File: src/jfdd_pkg.sv
// ----------------------------------------------------------------------------
// jfdd_pkg
// Shared types and constants for the joystick frame to differential drive
// mixer: payload structs, register codes and fixed frame constants.
// ----------------------------------------------------------------------------
package jfdd_pkg;

  // frame layout
  localparam int unsigned FRAME_BYTES = 6;
  localparam int unsigned POS_W       = 3;
  localparam logic [7:0]  SYNC_BYTE   = 8'hAA;

  // mixing constants
  localparam int unsigned JOY_W      = 12;
  localparam int unsigned MAG_W      = 11;
  localparam int unsigned DUTY_W     = 16;
  localparam int unsigned PROD_W     = MAG_W + DUTY_W;
  localparam int signed   CENTRE     = 2048;
  localparam int signed   FULL_SCALE = 2047;

  // input operation codes
  localparam logic OP_BYTE = 1'b0;
  localparam logic OP_END  = 1'b1;

  // motor direction codes
  localparam logic [1:0] DIR_STOP = 2'd0;
  localparam logic [1:0] DIR_FWD  = 2'd1;
  localparam logic [1:0] DIR_REV  = 2'd2;

  // configuration register indexes
  localparam int unsigned CFG_IDX_W = 3;
  localparam int unsigned CFG_DAT_W = 16;
  localparam logic [CFG_IDX_W-1:0] REG_DEAD_X_LOW  = 3'd0;
  localparam logic [CFG_IDX_W-1:0] REG_DEAD_X_HIGH = 3'd1;
  localparam logic [CFG_IDX_W-1:0] REG_DEAD_Y_LOW  = 3'd2;
  localparam logic [CFG_IDX_W-1:0] REG_DEAD_Y_HIGH = 3'd3;
  localparam logic [CFG_IDX_W-1:0] REG_PWM_MAX     = 3'd4;

  // register reset values
  localparam logic [JOY_W-1:0]  DEAD_X_LOW_RST  = 12'd1970;
  localparam logic [JOY_W-1:0]  DEAD_X_HIGH_RST = 12'd2010;
  localparam logic [JOY_W-1:0]  DEAD_Y_LOW_RST  = 12'd2050;
  localparam logic [JOY_W-1:0]  DEAD_Y_HIGH_RST = 12'd2090;
  localparam logic [DUTY_W-1:0] PWM_MAX_RST     = 16'd1999;

  typedef logic [JOY_W-1:0]  joy_t;
  typedef logic [MAG_W-1:0]  mag_t;
  typedef logic [DUTY_W-1:0] duty_t;
  typedef logic [1:0]        dir_t;
  typedef logic [PROD_W-1:0] prod_t;

  typedef struct packed {
    joy_t  dead_x_low;
    joy_t  dead_x_high;
    joy_t  dead_y_low;
    joy_t  dead_y_high;
    duty_t pwm_max;
  } cfg_t;

  // checked frame, unpacked
  typedef struct packed {
    joy_t x;
    joy_t y;
  } frame_pl_t;

  // mixed motor magnitudes and directions
  typedef struct packed {
    joy_t x;
    joy_t y;
    dir_t l_dir;
    dir_t r_dir;
    mag_t l_mag;
    mag_t r_mag;
  } mix_pl_t;

endpackage

File: src/jfdd_if.sv
// ----------------------------------------------------------------------------
// jfdd channel interfaces
// Valid/ready channels for received bytes, motor results and register writes.
// ----------------------------------------------------------------------------
interface jfdd_in_if import jfdd_pkg::*; ();
  logic       valid;
  logic       ready;
  logic       op;
  logic [7:0] rx_byte;

  modport source (output valid, output op, output rx_byte, input ready);
  modport sink   (input valid, input op, input rx_byte, output ready);
endinterface

interface jfdd_out_if import jfdd_pkg::*; ();
  logic  valid;
  logic  ready;
  joy_t  joy_x;
  joy_t  joy_y;
  dir_t  left_dir;
  dir_t  right_dir;
  duty_t left_duty;
  duty_t right_duty;

  modport source (output valid, output joy_x, output joy_y, output left_dir,
                  output right_dir, output left_duty, output right_duty,
                  input ready);
  modport sink   (input valid, input joy_x, input joy_y, input left_dir,
                  input right_dir, input left_duty, input right_duty,
                  output ready);
endinterface

interface jfdd_cfg_if import jfdd_pkg::*; ();
  logic                 valid;
  logic                 ready;
  logic [CFG_IDX_W-1:0] index;
  logic [CFG_DAT_W-1:0] data;

  modport source (output valid, output index, output data, input ready);
  modport sink   (input valid, input index, input data, output ready);
endinterface

File: src/jfdd_frame.sv
// ----------------------------------------------------------------------------
// jfdd_frame
// Six-byte frame store with write position; on end of burst checks sync byte
// and XOR checksum and registers the unpacked stick values.
// ----------------------------------------------------------------------------
module jfdd_frame import jfdd_pkg::*; (
  input  logic      clk,
  input  logic      rst_n,
  jfdd_in_if.sink   in_ch,
  output logic      dn_valid,
  input  logic      dn_ready,
  output frame_pl_t dn_pl
);

  logic [7:0]       store_r [FRAME_BYTES];
  logic [POS_W-1:0] pos_r;
  logic [POS_W-1:0] pos_nxt;
  logic             v_r;
  frame_pl_t        pl_r;
  logic             acc;
  logic             is_end;
  logic             has_room;
  logic             frame_ok;

  // stage accepts when empty or draining
  assign in_ch.ready = !v_r || dn_ready;
  assign acc         = in_ch.valid && in_ch.ready;
  assign is_end      = (in_ch.op == OP_END);
  assign has_room    = (pos_r < POS_W'(FRAME_BYTES));

  // frame check against store as it stands
  assign frame_ok = (store_r[0] == SYNC_BYTE) &&
                    ((store_r[1] ^ store_r[2] ^ store_r[3] ^ store_r[4]) == store_r[5]);

  // byte store, later bytes of a long burst dropped
  always_ff @(posedge clk) begin
    if (!rst_n) begin
      for (int i = 0; i < FRAME_BYTES; i++) begin
        store_r[i] <= 8'h00;
      end
    end else if (acc && !is_end && has_room) begin
      store_r[pos_r] <= in_ch.rx_byte;
    end
  end

  // write position
  always_comb begin
    pos_nxt = pos_r;
    priority if (acc && is_end) begin
      pos_nxt = '0;
    end else if (acc && has_room) begin
      pos_nxt = pos_r + POS_W'(1);
    end
  end

  always_ff @(posedge clk) begin
    if (!rst_n) begin
      pos_r <= '0;
    end else begin
      pos_r <= pos_nxt;
    end
  end

  // checked frame register
  always_ff @(posedge clk) begin
    if (!rst_n) begin
      v_r <= 1'b0;
    end else if (in_ch.ready) begin
      v_r <= acc && is_end && frame_ok;
    end
  end

  always_ff @(posedge clk) begin
    if (in_ch.ready) begin
      pl_r.x <= {store_r[1][3:0], store_r[2]};
      pl_r.y <= {store_r[3][3:0], store_r[4]};
    end
  end

  assign dn_valid = v_r;
  assign dn_pl    = pl_r;

`ifndef SYNTHESIS
  a_pos_range: assert property (@(posedge clk) disable iff (!rst_n)
    pos_r <= POS_W'(FRAME_BYTES))
    else $error("frame write position out of range");

  a_pos_clear: assert property (@(posedge clk) disable iff (!rst_n)
    (acc && is_end) |=> (pos_r == '0))
    else $error("write position not cleared at end of burst");

  a_bad_frame: assert property (@(posedge clk) disable iff (!rst_n)
    (acc && is_end && !frame_ok) |=> !v_r)
    else $error("invalid frame passed the check");
`endif

endmodule

File: src/jfdd_mix.sv
// ----------------------------------------------------------------------------
// jfdd_mix
// Deadband test and arcade mixing of the stick values into clamped left and
// right magnitudes with directions.
// ----------------------------------------------------------------------------
module jfdd_mix import jfdd_pkg::*; (
  input  logic      clk,
  input  logic      rst_n,
  input  cfg_t      cfg,
  input  logic      up_valid,
  output logic      up_ready,
  input  frame_pl_t up_pl,
  output logic      dn_valid,
  input  logic      dn_ready,
  output mix_pl_t   dn_pl
);

  localparam logic signed [13:0] CTR  = 14'(CENTRE);
  localparam logic signed [13:0] FS_P = 14'(FULL_SCALE);
  localparam logic signed [13:0] FS_N = -14'(FULL_SCALE);

  logic              v_r;
  mix_pl_t           pl_r;
  mix_pl_t           pl_nxt;
  logic signed [13:0] drive;
  logic signed [13:0] steer;
  logic signed [13:0] l_clamp;
  logic signed [13:0] r_clamp;
  logic               in_dead;

  function automatic logic signed [13:0] clamp_fs(input logic signed [13:0] v);
    logic signed [13:0] res;
    res = v;
    if (v > FS_P) begin
      res = FS_P;
    end else if (v < FS_N) begin
      res = FS_N;
    end
    return res;
  endfunction

  function automatic mag_t abs_mag(input logic signed [13:0] v);
    logic signed [13:0] a;
    a = (v < 0) ? -v : v;
    return a[MAG_W-1:0];
  endfunction

  assign up_ready = !v_r || dn_ready;

  // signed offsets around the centre and clamped sums
  assign drive   = $signed({2'b00, up_pl.y}) - CTR;
  assign steer   = $signed({2'b00, up_pl.x}) - CTR;
  assign l_clamp = clamp_fs(drive + steer);
  assign r_clamp = clamp_fs(drive - steer);

  assign in_dead = (up_pl.x > cfg.dead_x_low) && (up_pl.x < cfg.dead_x_high) &&
                   (up_pl.y > cfg.dead_y_low) && (up_pl.y < cfg.dead_y_high);

  // deadband forces stop with zero magnitude
  always_comb begin
    pl_nxt.x = up_pl.x;
    pl_nxt.y = up_pl.y;
    if (in_dead) begin
      pl_nxt.l_dir = DIR_STOP;
      pl_nxt.r_dir = DIR_STOP;
      pl_nxt.l_mag = '0;
      pl_nxt.r_mag = '0;
    end else begin
      pl_nxt.l_dir = (l_clamp < 0) ? DIR_REV : DIR_FWD;
      pl_nxt.r_dir = (r_clamp < 0) ? DIR_REV : DIR_FWD;
      pl_nxt.l_mag = abs_mag(l_clamp);
      pl_nxt.r_mag = abs_mag(r_clamp);
    end
  end

  always_ff @(posedge clk) begin
    if (!rst_n) begin
      v_r <= 1'b0;
    end else if (up_ready) begin
      v_r <= up_valid;
    end
  end

  always_ff @(posedge clk) begin
    if (up_ready) begin
      pl_r <= pl_nxt;
    end
  end

  assign dn_valid = v_r;
  assign dn_pl    = pl_r;

endmodule

File: src/jfdd_duty.sv
// ----------------------------------------------------------------------------
// jfdd_duty
// Duty scaling |v| * pwm_max / 2047 for both motors: product stage, quotient
// estimate stage and corrected result register driving the output channel.
// ----------------------------------------------------------------------------
module jfdd_duty import jfdd_pkg::*; (
  input  logic     clk,
  input  logic     rst_n,
  input  duty_t    pwm_max,
  input  logic     up_valid,
  output logic     up_ready,
  input  mix_pl_t  up_pl,
  jfdd_out_if.source out_ch
);

  localparam int unsigned Q_W      = DUTY_W + 1;
  localparam int unsigned REM_W    = 13;
  localparam int unsigned WIDE_W   = PROD_W + 1;
  localparam int unsigned REM_LIM  = 3 * FULL_SCALE;
  localparam int unsigned DIV_SH   = 11;

  typedef struct packed {
    joy_t  x;
    joy_t  y;
    dir_t  l_dir;
    dir_t  r_dir;
    prod_t l_prod;
    prod_t r_prod;
  } prod_pl_t;

  typedef struct packed {
    joy_t             x;
    joy_t             y;
    dir_t             l_dir;
    dir_t             r_dir;
    logic [Q_W-1:0]   l_q;
    logic [Q_W-1:0]   r_q;
    logic [REM_W-1:0] l_rem;
    logic [REM_W-1:0] r_rem;
  } est_pl_t;

  logic     a_v_r;
  logic     b_v_r;
  logic     c_v_r;
  logic     a_adv;
  logic     b_adv;
  logic     c_adv;
  prod_pl_t a_r;
  est_pl_t  b_r;
  est_pl_t  b_nxt;
  duty_t    l_duty_nxt;
  duty_t    r_duty_nxt;
  joy_t     c_x_r;
  joy_t     c_y_r;
  dir_t     c_l_dir_r;
  dir_t     c_r_dir_r;
  duty_t    c_l_duty_r;
  duty_t    c_r_duty_r;

  // quotient estimate for divide by 2^11 - 1, low by at most two
  function automatic logic [Q_W-1:0] q_est(input prod_t p);
    return Q_W'(p >> DIV_SH) + Q_W'(p >> (2 * DIV_SH));
  endfunction

  function automatic logic [REM_W-1:0] rem_of(input prod_t p, input logic [Q_W-1:0] q);
    logic [WIDE_W-1:0] w;
    w = WIDE_W'(p) - (WIDE_W'(q) << DIV_SH) + WIDE_W'(q);
    return w[REM_W-1:0];
  endfunction

  function automatic duty_t q_fix(input logic [Q_W-1:0] q, input logic [REM_W-1:0] r);
    logic [Q_W-1:0] res;
    priority if (r >= REM_W'(2 * FULL_SCALE)) begin
      res = q + Q_W'(2);
    end else if (r >= REM_W'(FULL_SCALE)) begin
      res = q + Q_W'(1);
    end else begin
      res = q;
    end
    return res[DUTY_W-1:0];
  endfunction

  // stage advance, each stage moves when the next is empty or draining
  assign c_adv    = !c_v_r || out_ch.ready;
  assign b_adv    = !b_v_r || c_adv;
  assign a_adv    = !a_v_r || b_adv;
  assign up_ready = a_adv;

  always_ff @(posedge clk) begin
    if (!rst_n) begin
      a_v_r <= 1'b0;
      b_v_r <= 1'b0;
      c_v_r <= 1'b0;
    end else begin
      if (a_adv) a_v_r <= up_valid;
      if (b_adv) b_v_r <= a_v_r;
      if (c_adv) c_v_r <= b_v_r;
    end
  end

  // product stage
  always_ff @(posedge clk) begin
    if (a_adv) begin
      a_r.x      <= up_pl.x;
      a_r.y      <= up_pl.y;
      a_r.l_dir  <= up_pl.l_dir;
      a_r.r_dir  <= up_pl.r_dir;
      a_r.l_prod <= PROD_W'(up_pl.l_mag) * PROD_W'(pwm_max);
      a_r.r_prod <= PROD_W'(up_pl.r_mag) * PROD_W'(pwm_max);
    end
  end

  // quotient estimate and remainder
  always_comb begin
    b_nxt.x     = a_r.x;
    b_nxt.y     = a_r.y;
    b_nxt.l_dir = a_r.l_dir;
    b_nxt.r_dir = a_r.r_dir;
    b_nxt.l_q   = q_est(a_r.l_prod);
    b_nxt.r_q   = q_est(a_r.r_prod);
    b_nxt.l_rem = rem_of(a_r.l_prod, b_nxt.l_q);
    b_nxt.r_rem = rem_of(a_r.r_prod, b_nxt.r_q);
  end

  always_ff @(posedge clk) begin
    if (b_adv) begin
      b_r <= b_nxt;
    end
  end

  // corrected quotient into the result register
  assign l_duty_nxt = q_fix(b_r.l_q, b_r.l_rem);
  assign r_duty_nxt = q_fix(b_r.r_q, b_r.r_rem);

  always_ff @(posedge clk) begin
    if (c_adv) begin
      c_x_r      <= b_r.x;
      c_y_r      <= b_r.y;
      c_l_dir_r  <= b_r.l_dir;
      c_r_dir_r  <= b_r.r_dir;
      c_l_duty_r <= l_duty_nxt;
      c_r_duty_r <= r_duty_nxt;
    end
  end

  assign out_ch.valid      = c_v_r;
  assign out_ch.joy_x      = c_x_r;
  assign out_ch.joy_y      = c_y_r;
  assign out_ch.left_dir   = c_l_dir_r;
  assign out_ch.right_dir  = c_r_dir_r;
  assign out_ch.left_duty  = c_l_duty_r;
  assign out_ch.right_duty = c_r_duty_r;

`ifndef SYNTHESIS
  a_rem_bound: assert property (@(posedge clk) disable iff (!rst_n)
    b_v_r |-> ((b_r.l_rem < REM_W'(REM_LIM)) && (b_r.r_rem < REM_W'(REM_LIM))))
    else $error("quotient estimate outside correction range");

  a_duty_max: assert property (@(posedge clk) disable iff (!rst_n)
    out_ch.valid |-> ((out_ch.left_duty <= pwm_max) && (out_ch.right_duty <= pwm_max)))
    else $error("duty above pwm_max");

  a_stop_zero: assert property (@(posedge clk) disable iff (!rst_n)
    (out_ch.valid && (out_ch.left_dir == DIR_STOP)) |->
      ((out_ch.right_dir == DIR_STOP) && (out_ch.left_duty == '0) &&
       (out_ch.right_duty == '0)))
    else $error("stopped motors with nonzero duty");
`endif

endmodule

File: src/joystick_frame_to_differential_drive.sv
// ----------------------------------------------------------------------------
// joystick_frame_to_differential_drive
// Joystick frame receiver and arcade-style differential drive mixer.
// ----------------------------------------------------------------------------
// Usage:
//   in_ch carries received bytes (op = byte) and end-of-burst marks (op = end).
//   Bytes fill a six-byte frame from slot 0; extra bytes in a burst are dropped.
//   An end mark checks the frame (sync byte, XOR checksum) and, when it passes,
//   sends one transfer on out_ch with stick values, motor directions and duties.
//   cfg_ch writes the deadband limits and pwm_max; cfg_ch.ready is always high
//   and writes to unused indexes are dropped. Write registers only while idle.
// Timing:
//   in_ch takes one transfer per cycle while the stages are not stalled. A result
//   reaches out_ch through the five register stages after its end-of-burst
//   transfer (frame check, mix, multiply, quotient estimate, corrected result).
// Reset:
//   rst_n clears the frame store, the write position, all stage valids and
//   loads the register defaults.
// Stall:
//   when out_ch.ready is low, results hold and the stages fill up; in_ch.ready
//   drops only once every stage holds an item.
// ----------------------------------------------------------------------------
module joystick_frame_to_differential_drive import jfdd_pkg::*; (
  input  logic       clk,
  input  logic       rst_n,
  jfdd_in_if.sink    in_ch,
  jfdd_out_if.source out_ch,
  jfdd_cfg_if.sink   cfg_ch
);

  cfg_t      cfg_r;
  logic      fr_valid;
  logic      fr_ready;
  frame_pl_t fr_pl;
  logic      mx_valid;
  logic      mx_ready;
  mix_pl_t   mx_pl;

  // register writes
  assign cfg_ch.ready = 1'b1;

  always_ff @(posedge clk) begin
    if (!rst_n) begin
      cfg_r.dead_x_low  <= DEAD_X_LOW_RST;
      cfg_r.dead_x_high <= DEAD_X_HIGH_RST;
      cfg_r.dead_y_low  <= DEAD_Y_LOW_RST;
      cfg_r.dead_y_high <= DEAD_Y_HIGH_RST;
      cfg_r.pwm_max     <= PWM_MAX_RST;
    end else if (cfg_ch.valid) begin
      unique case (cfg_ch.index)
        REG_DEAD_X_LOW:  cfg_r.dead_x_low  <= cfg_ch.data[JOY_W-1:0];
        REG_DEAD_X_HIGH: cfg_r.dead_x_high <= cfg_ch.data[JOY_W-1:0];
        REG_DEAD_Y_LOW:  cfg_r.dead_y_low  <= cfg_ch.data[JOY_W-1:0];
        REG_DEAD_Y_HIGH: cfg_r.dead_y_high <= cfg_ch.data[JOY_W-1:0];
        REG_PWM_MAX:     cfg_r.pwm_max     <= cfg_ch.data[DUTY_W-1:0];
        default: begin
        end
      endcase
    end
  end

  // frame store and check
  jfdd_frame u_frame (
    .clk      (clk),
    .rst_n    (rst_n),
    .in_ch    (in_ch),
    .dn_valid (fr_valid),
    .dn_ready (fr_ready),
    .dn_pl    (fr_pl)
  );

  // deadband and mixing
  jfdd_mix u_mix (
    .clk      (clk),
    .rst_n    (rst_n),
    .cfg      (cfg_r),
    .up_valid (fr_valid),
    .up_ready (fr_ready),
    .up_pl    (fr_pl),
    .dn_valid (mx_valid),
    .dn_ready (mx_ready),
    .dn_pl    (mx_pl)
  );

  // duty scaling and result register
  jfdd_duty u_duty (
    .clk      (clk),
    .rst_n    (rst_n),
    .pwm_max  (cfg_r.pwm_max),
    .up_valid (mx_valid),
    .up_ready (mx_ready),
    .up_pl    (mx_pl),
    .out_ch   (out_ch)
  );

endmodule
File: src/flat_wrapper.sv
// flat-port wrapper written by rule: the top's interface ports become plain ports
module joystick_frame_to_differential_drive_flat import jfdd_pkg::*;
  (clk, rst_n, in_ch_valid, in_ch_op, in_ch_rx_byte, in_ch_ready, out_ch_valid, out_ch_joy_x, out_ch_joy_y, out_ch_left_dir, out_ch_right_dir, out_ch_left_duty, out_ch_right_duty, out_ch_ready, cfg_ch_valid, cfg_ch_index, cfg_ch_data, cfg_ch_ready);
  jfdd_in_if in_ch_i ();
  jfdd_out_if out_ch_i ();
  jfdd_cfg_if cfg_ch_i ();
  input  logic clk;
  input  logic rst_n;
  input wire logic [$bits(in_ch_i.valid)-1:0] in_ch_valid;
  input wire logic [$bits(in_ch_i.op)-1:0] in_ch_op;
  input wire logic [$bits(in_ch_i.rx_byte)-1:0] in_ch_rx_byte;
  output wire logic [$bits(in_ch_i.ready)-1:0] in_ch_ready;
  output wire logic [$bits(out_ch_i.valid)-1:0] out_ch_valid;
  output wire logic [$bits(out_ch_i.joy_x)-1:0] out_ch_joy_x;
  output wire logic [$bits(out_ch_i.joy_y)-1:0] out_ch_joy_y;
  output wire logic [$bits(out_ch_i.left_dir)-1:0] out_ch_left_dir;
  output wire logic [$bits(out_ch_i.right_dir)-1:0] out_ch_right_dir;
  output wire logic [$bits(out_ch_i.left_duty)-1:0] out_ch_left_duty;
  output wire logic [$bits(out_ch_i.right_duty)-1:0] out_ch_right_duty;
  input wire logic [$bits(out_ch_i.ready)-1:0] out_ch_ready;
  input wire logic [$bits(cfg_ch_i.valid)-1:0] cfg_ch_valid;
  input wire logic [$bits(cfg_ch_i.index)-1:0] cfg_ch_index;
  input wire logic [$bits(cfg_ch_i.data)-1:0] cfg_ch_data;
  output wire logic [$bits(cfg_ch_i.ready)-1:0] cfg_ch_ready;
  assign in_ch_i.valid = in_ch_valid;
  assign in_ch_i.op = in_ch_op;
  assign in_ch_i.rx_byte = in_ch_rx_byte;
  assign in_ch_ready = in_ch_i.ready;
  assign out_ch_valid = out_ch_i.valid;
  assign out_ch_joy_x = out_ch_i.joy_x;
  assign out_ch_joy_y = out_ch_i.joy_y;
  assign out_ch_left_dir = out_ch_i.left_dir;
  assign out_ch_right_dir = out_ch_i.right_dir;
  assign out_ch_left_duty = out_ch_i.left_duty;
  assign out_ch_right_duty = out_ch_i.right_duty;
  assign out_ch_i.ready = out_ch_ready;
  assign cfg_ch_i.valid = cfg_ch_valid;
  assign cfg_ch_i.index = cfg_ch_index;
  assign cfg_ch_i.data = cfg_ch_data;
  assign cfg_ch_ready = cfg_ch_i.ready;
  joystick_frame_to_differential_drive u_core (.clk(clk), .rst_n(rst_n), .in_ch(in_ch_i), .out_ch(out_ch_i), .cfg_ch(cfg_ch_i));
endmodule
File: config.mk
export PLATFORM = sky130hd
export DESIGN_NAME = joystick_frame_to_differential_drive_flat
export DESIGN_NICKNAME = d
export VERILOG_FILES = /design/src/jfdd_pkg.sv /design/src/jfdd_if.sv /design/src/jfdd_frame.sv /design/src/jfdd_mix.sv /design/src/jfdd_duty.sv /design/src/joystick_frame_to_differential_drive.sv /design/src/flat_wrapper.sv
export SDC_FILE = /design/constraint.sdc
export NUM_CORES = 2
export LEC_CHECK = 0
export BUFFER_PORTS_ARGS = -buffer_cell sky130_fd_sc_hd__buf_4
export CORE_MARGIN = 2
export CORE_UTILIZATION = 55
export DETAILED_ROUTE_END_ITERATION = 12
export PLACE_DENSITY = 0.7
export SLEW_MARGIN = 20
export SYNTH_ARGS = -nofsm -noshare
export SYNTH_HDL_FRONTEND = slang
export SYNTH_SLANG_ARGS = --single-unit
File: constraint.sdc
create_clock -name clk -period 7.8 [get_ports clk]
set_input_delay 0.78 -clock clk [delete_from_list [all_inputs] [get_ports clk]]
set_output_delay 0.78 -clock clk [all_outputs]
set_load 0.02 [all_outputs]
==> impl_metrics.yaml <==
routing:
  vias: 21500
  wl_per_cell_um: 17.2
  ant_nets: 0
  drc_errors: 0
  wl_mm: 67.0
  vias_per_cell: 5.52
  dr.pass1.iters: 7
  drtIter0Drc: 1322
die:
  die_h_um: 243
  core_um2: 56500
  rows: 87
  initial_core_util: 0.557
  dieArea_um2: 59100
  ios: 96
  die_w_um: 243
clocking:
  clock_latency_ps: 590
  cts_resized: 0
  clockBufferDepth: 3
  cts_hold_buf: 0
  cts.sinks: 422
  clk_pin_slew_worst_paths_ps: 60
  postCtsSetupBuffers: 0
  cts_tree: "built"
  cts_root_buf: "clkbuf_16"
  cts_max_level: 2
  numCtsBuffers: 48
timing:
  tns_ps: 0
  whs_ps: 417
  max_freq_mhz: 154
  fin_skew_ps: 15.9
  setup_viol: 0
  slew-limit-headroom: 0.303
  period_share: 0.830
  rsz0062_at_grt: "no"
  worst-slew-pin-transition_ps: 1040
  maxSlewViolCount: 0
  finalWorstSetupSlack_ps: 1320
  min_period_ps: 6480
  hold_violations: 0
synthesis:
  synth_area_leader_cell: "edfxtp_1"
  synth_edf_count: 350
  syn_avg_cell_area_um2: 10.3
  ys.flop_type: "edfxtp_1"
  netlist_instances: 3041
  ys_warn_count: 0
  synth_seq_cells: 422
  syn-cell-area_um2: 31500
  synth_commonest_cells: "inv_1 (495), nand2_1 (359), edfxtp_1 (350)"
  synth_cell_types: 91
  synthesis.nets: 3591
  async_flop_share: 0
  synth_area_leaders: "edfxtp_1 (33%), fa_1 (16%), ha_1 (10%)"
  ys_seq_area_frac: 0.380
  post-synth-top-count-cell: "inv_1"
  synth_top_area_frac: 0.334
worst_setup_path:
  crit_path_start_kind: "register"
  end_kind: "register"
  path_class: "reg2reg"
  reg2reg_setup_slack_ps: 1320
  r2r_start: "u_core.cfg_r[8]"
  rr_worst_depth: 18
  worst_ep_arrival_time_ps: 6790
  rr_endpoint: "u_core.u_duty.a_r[52]"
  crit_required_ps: 8110
  crit_fanout: 23
global_routing:
  grt_first_pass_wirelength_mm: 112
  grt_pass1_vias: 22400
  grt_use_total: 0.234
  grt_max_degree: 87
  grt_antenna_before_repair: 0
  grt-ovfl-total: 0
final_layout:
  layout.nets: 3648
  areaGrowthSynthToFinish_pct: 9.37
  final_area_um2: 34400
  drive_above_1_share: 0.0701
  antenna_cells: 0
hold_path:
  min_to: "u_core.u_duty.out_ch.joy_x[2]"
  holdCritStartpoint: "u_core.u_duty.b_r[78]"
  worstHoldPathType: "reg2reg"
  hold_depth: 0
place:
  port_buffers: 94
  gp_congestion: 0.888
  place_hpwl_mm: 50.5
  post-place-ws_ps: 1370
  dpl_cell_area_um2: 32800
flow_run:
  cap_violations: 0
run_status:
  outcome: "complete, no violations"
[per-stage QoR]
stage	instances	util
CTS	3893	0.609
finish	3893	0.609
floorplan	3041	-
detailed placement	3804	0.580
global route	3893	0.609
global placement	3804	0.580
[how the worst max path moves through the flow]
stage                           startpoint               endpoint  slack [ps]
finish                     u_core.cfg_r[8]  u_core.u_duty.a_r[52]        1320
global route               u_core.cfg_r[7]  u_core.u_duty.a_r[52]         840
CTS                        u_core.cfg_r[7]  u_core.u_duty.a_r[52]        1360
detailed placement         u_core.cfg_r[7]  u_core.u_duty.a_r[52]        1370
global placement           u_core.cfg_r[7]  u_core.u_duty.a_r[52]        1490
floorplan           u_core.u_mix.dn_pl[18]  u_core.u_duty.a_r[53]        2350
[kinds of logic after synthesis]
| group | after synthesis | synth area share |
|---|---|---|
| multiplexers | 6 | 0.00195 |
| adder cells (fa/ha/maj) | 517 | 0.266 |
| flip-flops | 422 | 0.380 |
| XOR/XNOR | 179 | 0.0503 |
| AND/OR/NAND/NOR | 928 | 0.143 |
| AO/OA/AOI/OAI | 395 | 0.0850 |
| other | 1 | 0.000119 |
| buffers and inverters | 593 | 0.0734 |
[area by class of cell]
type / count / area, um^2
Inverter: 495 / 1860
Sequential cell: 422 / 12000
Timing Repair Buffer: 105 / 796
Fill cell: 4613 / 22100
Tap cell: 756 / 946
Clock inverter: 37 / 425
Clock buffer: 52 / 1220
Multi-Input combinational cell: 2026 / 17200
[registers in the layout, indices dropped and copies added, names as in the netlist]
name                             cells
u_core.u_mix.dn_pl                  50
u_core.u_duty.b_r                   86
u_core.u_frame.dn_pl                24
u_core.u_duty.out_ch.right_duty     16
u_core.u_mix.dn_valid                1
u_core.u_frame.store_r              48
u_core.u_duty.out_ch.left_duty      16
u_core.u_duty.out_ch.valid           1
u_core.u_duty.b_v_r                  1
u_core.u_frame.dn_valid              1
u_core.cfg_r                        64
u_core.u_duty.out_ch.joy_x          12
u_core.u_duty.out_ch.left_dir        2
u_core.u_duty.out_ch.joy_y          12
u_core.u_duty.a_v_r                  1
u_core.u_duty.out_ch.right_dir       2
u_core.u_frame.pos_r                 3
u_core.u_duty.a_r                   82
[layer usage]
metal  vias to the layer above  track usage  routed length [um]
li1                      10200            -                   -
met1                     10700        0.309               29000
met2                       538        0.405               33100
met3                       116       0.0324                3350
met4                         0       0.0659                1540
met5                         -            0                   0
[layout by cell type, fill, tap and decap left out, drive strengths merged, types with 22 or more instances in the layout]
cell / Yosys / layout
o21ai: 63 / 63
nand3: 54 / 54
and3: 28 / 28
fa: 254 / 254
o211ai: 27 / 27
dfxtp: 72 / 72
a21boi: 45 / 45
edfxtp: 350 / 350
clkbuf: 89 / 52
a21o: 31 / 31
nor2b: 25 / 25
nand2: 359 / 359
xnor2: 131 / 131
nand4: 24 / 24
inv: 495 / 504
xor2: 47 / 47
nand2b: 22 / 22
nor2: 148 / 148
ha: 263 / 263
nor3: 34 / 34
a21oi: 109 / 109
buf: 9 / 105
and2: 186 / 186
[worst max-delay path, cell delays in order (launching register included)]
cell and delay (ps):
dfxtp_1 1000, nand2_1 150, fa_1 500, fa_1 520, inv_1 50, fa_1 470
fa_1 550, inv_1 60, fa_1 530, inv_1 40, ha_1 380, o31a_1 160
o21ai_0 90, a21oi_1 260, a21oi_1 100, a2111oi_0 770, o31ai_1 260, nand3_1 150
o311ai_0 120
Power is not shown: default switching activity piles up to over one toggle a cycle in this logic, so the estimate is an artifact.
